**config.mk**
```make
export PLATFORM = sky130hd
export DESIGN_NAME = scbc_div
export DESIGN_NICKNAME = d
export VERILOG_FILES = /design/src/hdl/scbc_pkg.sv /design/src/hdl/scbc_div.sv
export SDC_FILE = /design/constraint.sdc
export NUM_CORES = 1
export LEC_CHECK = 0
export BUFFER_PORTS_ARGS = -buffer_cell sky130_fd_sc_hd__buf_2
export CELL_PAD_IN_SITES_DETAIL_PLACEMENT = 1
export CELL_PAD_IN_SITES_GLOBAL_PLACEMENT = 1
export CORE_MARGIN = 2
export CORE_UTILIZATION = 45
export DETAILED_ROUTE_END_ITERATION = 16
export PLACE_DENSITY_LB_ADDON = 0.1
export SLEW_MARGIN = 20
export SYNTH_ARGS = -nofsm -noshare
export SYNTH_HDL_FRONTEND = slang
export SYNTH_SLANG_ARGS = --single-unit
```
**constraint.sdc**
```tcl
create_clock -name clk -period 3.2 [get_ports clk]
set_clock_uncertainty 0.05 [all_clocks]
set_input_delay 0.64 -clock clk [delete_from_list [all_inputs] [get_ports clk]]
set_output_delay 0.64 -clock clk [all_outputs]
set_load 0.02 [all_outputs]
```
**src/hdl/scbc_pkg.sv**
```systemverilog
package scbc_pkg;

    typedef enum logic [3:0] {
        ST_IDLE,
        ST_MUL,
        ST_DIV,
        ST_CLS,
        ST_LSCAN,
        ST_LSHIFT,
        ST_FSHIFT,
        ST_DONE
    } state_t;

    localparam logic [1:0] ROUTE_BACKING = 2'd0;
    localparam logic [1:0] ROUTE_BUCKET  = 2'd1;
    localparam logic [1:0] ROUTE_LIST    = 2'd2;

    localparam logic [2:0] REG_THR_LOW   = 3'd0;
    localparam logic [2:0] REG_THR_HIGH  = 3'd1;
    localparam logic [2:0] REG_FIRST     = 3'd2;
    localparam logic [2:0] REG_STEP      = 3'd3;
    localparam logic [2:0] REG_CLASSES   = 3'd4;
    localparam logic [2:0] REG_LIST_MASK = 3'd5;
    localparam logic [2:0] REG_BACK_MASK = 3'd6;

    // one restoring-division step: remainder and quotient shifted by one bit
    typedef struct packed {
        logic [32:0] rem;
        logic [31:0] quo;
    } div_step_t;

    function automatic logic [31:0] align_sat(input logic [31:0] s, input logic [11:0] m);
        logic [32:0] v;
        logic [31:0] neg;
        neg = 32'd0 - s;
        v = {1'b0, s} + {21'd0, neg[11:0] & m};
        align_sat = v[32] ? 32'hFFFF_FFFF : v[31:0];
    endfunction

endpackage

```
**src/hdl/scbc_div.sv**
```systemverilog
module scbc_div
    import scbc_pkg::*;
(
    input  logic        clk,
    input  logic        rst_n,
    input  logic        start,
    input  logic [31:0] dividend,
    input  logic [31:0] divisor,
    output logic        done,
    output logic [31:0] quotient
);
    // bit-serial restoring divider, one quotient bit per cycle
    logic [32:0] rem_reg, rem_next;
    logic [31:0] quo_reg, quo_next;
    logic [31:0] dvs_reg, dvs_next;
    logic [5:0]  cnt_reg, cnt_next;
    logic        busy_reg, busy_next;
    div_step_t   st;

    always_comb
    begin
        st.rem = {rem_reg[31:0], quo_reg[31]};
        st.quo = {quo_reg[30:0], 1'b0};
        if (st.rem >= {1'b0, dvs_reg})
        begin
            st.rem = st.rem - {1'b0, dvs_reg};
            st.quo[0] = 1'b1;
        end
        rem_next = rem_reg;
        quo_next = quo_reg;
        dvs_next = dvs_reg;
        cnt_next = cnt_reg;
        busy_next = busy_reg;
        done = 1'b0;
        if (start)
        begin
            rem_next = 33'd0;
            quo_next = dividend;
            dvs_next = divisor;
            cnt_next = 6'd0;
            busy_next = 1'b1;
        end
        else if (busy_reg)
        begin
            rem_next = st.rem;
            quo_next = st.quo;
            cnt_next = cnt_reg + 6'd1;
            if (cnt_reg == 6'd31)
                busy_next = 1'b0;
        end
        else
        begin
            done = 1'b1;
        end
    end

    assign quotient = quo_reg;

    always_ff @(posedge clk or negedge rst_n)
    begin
        if (!rst_n)
        begin
            cnt_reg <= 6'd0;
            busy_reg <= 1'b0;
        end
        else
        begin
            cnt_reg <= cnt_next;
            busy_reg <= busy_next;
        end
    end

    always_ff @(posedge clk)
    begin
        rem_reg <= rem_next;
        quo_reg <= quo_next;
        dvs_reg <= dvs_next;
    end
endmodule

```
==> impl_metrics.env <==
export IMPL_tightest_slew_ns=0.500
export IMPL_yosysUniqueCellTypes=77
export IMPL_cellLeakagePower_uw=0.00307
export IMPL_cp_max_fo=4
export IMPL_ys_seq_area_share_pct=43.0
export IMPL_dr_wl_met3_um=452
export IMPL_initial_core_util_pct=46.0
export IMPL_post_drt_wl_per_cell_um=17.0
export IMPL_hold_ws_ns=0.0524
export IMPL_cts_tree="done"
export IMPL_grtUsageTotal_pct=21.0
export IMPL_ios=100
export IMPL_synthesis_area_um2=6370
export IMPL_setup_violations=0
export IMPL_wirelength_um=15000
export IMPL_drtIter0Drc=197
export IMPL_startpoint_type="flop"
export IMPL_synth_compound_area_share_pct=18.0
export IMPL_synth_top_flop_cell="edfxtp_1"
export IMPL_max_freq_ghz=0.326
export IMPL_async_flop_share_pct=6.80
export IMPL_synth_area_mux_share_pct=7.70
export IMPL_cpMaxStageDelayCell="a2111o_1"
export IMPL_critPathBufInv=1
export IMPL_path_cells="inv_1, ha_2, fa_2, nand2b_4, a2111o_1, a2111o_1, nand3_2, o211ai_1, and3b_1, o311a_1, nor3_2"
export IMPL_drc=0
export IMPL_num_rows=43
export IMPL_worstPathRequired_ns=3.44
export IMPL_hpwl_um=11200
export IMPL_htree_levels=3
export IMPL_power_density_nw_per_um2=805
export IMPL_min_path_type="input pin to async pin"
export IMPL_hold_viol=0
export IMPL_arrival_ns=3.31
export IMPL_worstSkewPairLatency_ns=0.36
export IMPL_die_x_um=123
export IMPL_fin_crit_ns=3.07
export IMPL_drv_slew=0
export IMPL_gr_total_overflow=0
export IMPL_io_buffers=99
export IMPL_via_count=4960
export IMPL_layout_common_cells="buf_2 (98), edfxtp_1 (64), nor2_1 (58)"
export IMPL_die_area_um2=15100
export IMPL_relSlewSlack_pct=66.2
export IMPL_avgSynthCellArea_um2=10.1
export IMPL_top_layer="met4"
export IMPL_ant_nets=0
export IMPL_end_kind="flop"
export IMPL_n_antenna_cell=0
export IMPL_yosys_area_share_adder_pct=6.80
export IMPL_synth_edff_count=64
export IMPL_gp_congestion=0.831
export IMPL_cpMostUsedCell="a2111o_1"
export IMPL_drive_gt1_share_pct=27.3
export IMPL_die_y_um=123
export IMPL_postCtsHoldBufs=0
export IMPL_synth_net_count=729
export IMPL_grt_pass1_wl_um=24800
export IMPL_synth_seq_cells=103
export IMPL_synth_cells=628
export IMPL_cts_sinks=103
export IMPL_placeableCoreArea_um2=13800
export IMPL_cp_top_family="compound AO/OA/AOI/OAI gates"
export IMPL_synth_xor_area_share_pct=2.61
export IMPL_final_common_cell="buf_2"
export IMPL_final_nets=800
export IMPL_synth_simple_area_share_pct=13.4
export IMPL_fin_crit_sh_pct=96.0
export IMPL_yosys_warnings=0
export IMPL_numCtsBuffers=9
export IMPL_synth_top_family_by_area="compound AO/OA/AOI/OAI gates"
export IMPL_critPathMaxStageDelay_ns=0.48
export IMPL_fin_tns_setup_ns=0
export IMPL_drv_cap=0
export IMPL_peakVddDrop_uv=350
export IMPL_grt_pass1_vias=5120
export IMPL_post_drt_via_cell_ratio=5.61
export IMPL_dp_slack_ns=0.0947
export IMPL_clock_path_buffers=2
export IMPL_rsz0062_at_grt="yes"
export IMPL_grt_max_degree=35
export IMPL_cts_root_buf="clkbuf_16"
export IMPL_routed_wl_met2_um=7860
export IMPL_drtPass1Iterations=4
export IMPL_cts_clk_slew_worst_paths_ns=0.07
export IMPL_status="finished clean"
export IMPL_grt_antenna_before_repair=0
export IMPL_syn_to_final_growth_pct=12.6
export IMPL_worstSetupPathType="flop to flop"
export IMPL_layout_setup_ws_ns=0.129
export IMPL_wl_met1_um=6530
-- synthesized netlist by cell type, types with 13 or more instances --
cell type	instances	area, um^2
ha_1	33	413
o21ai_0	21	105
buf_4	32	240
mux2_2	32	360
mux2i_1	13	130
edfxtp_1	64	1920
dfxtp_1	32	641
a21oi_1	39	195
nor2_1	58	218
nand3_1	15	75.1
inv_1	42	158
clkbuf_1	18	67.6
xnor2_1	13	114
nand2_1	40	150
a211oi_1	20	150
-- kinds of logic (layout without fill, tap and decap cells) --
group,count (synthesis),in the layout
and+or+nand+nor,171,171
buffers and inverters,100,176
AOI/OAI and AO/OA,156,156
muxes,45,45
DFF,103,103
adders and majority gates,34,34
xor gates and xnor gates,19,19
-- final timing paths --
| check | startpoint | slack (ns) | endpoint | cells after the start |
|---|---|---|---|---|
| worst max-delay path | quotient[31]$_DFFE_PN_ | 0.13 | rem_reg[28]$_SDFFE_PP0P_ | 11 |
| worst min-delay path | rst_n | 0.05 | cnt_reg[0]$_DFFE_PN0N_ | 1 |
| worst max register to register | quotient[31]$_DFFE_PN_ | 0.13 | rem_reg[28]$_SDFFE_PP0P_ | 11 |
| worst min register to register | rem_reg[19]$_SDFFE_PP0P_ | 0.44 | rem_reg[19]$_SDFFE_PP0P_ | 2 |
| max in group asynchronous | rst_n | 2.86 | busy_reg$_DFF_PN0_ | 1 |
| min in group clk | divisor[29] | 0.40 | dvs_reg[29]$_DFFE_PP_ | 1 |
-- routing by layer --
metal  track usage [%]  vias to the layer above
met3              4.75                       16
met1              25.4                     2465
met5                 0                        -
met2              37.8                       71
met4              5.03                        0
li1                  -                     2408
-- through the flow --
step | std cells | utilization (%) | total power, uW | cell area [um^2]
detailed placement | 861 | 49.2 | 4590 | 6810
CTS | 877 | 51.2 | 5670 | 7080
global placement | 861 | 49.2 | 4500 | 6810
finish | 884 | 51.9 | 5770 | 7170
floorplan | 628 | - | 4050 | 6370
global route | 884 | 51.9 | 6200 | 7170
-- timing repair --
item / in CTS / in global routing
resized for setup: 0 / 3
setup buffers: 0 / 7
endpoints found under the setup margin: 0 / 9
-- report_power, final --
| group | internal [uW] | switching, uW | total [uW] | leakage, uW |
|---|---|---|---|---|
| clock | 533 | 513 | 1050 | 0.000135 |
| combinational | 1260 | 1600 | 2860 | 0.00193 |
| sequential | 1680 | 188 | 1870 | 0.00100 |
| total | 3470 | 2300 | 5770 | 0.00307 |
-- area by class of cell --
type | count | area (um^2)
multi-input combinational | 425 | 3100
inverter | 42 | 158
clock inverter | 6 | 43.8
tap | 180 | 225
clock buffer | 10 | 229
timing repair buffer | 118 | 678
sequential | 103 | 2740
fill | 1559 | 6660
Note: power is estimated with default switching activity, not from simulation.
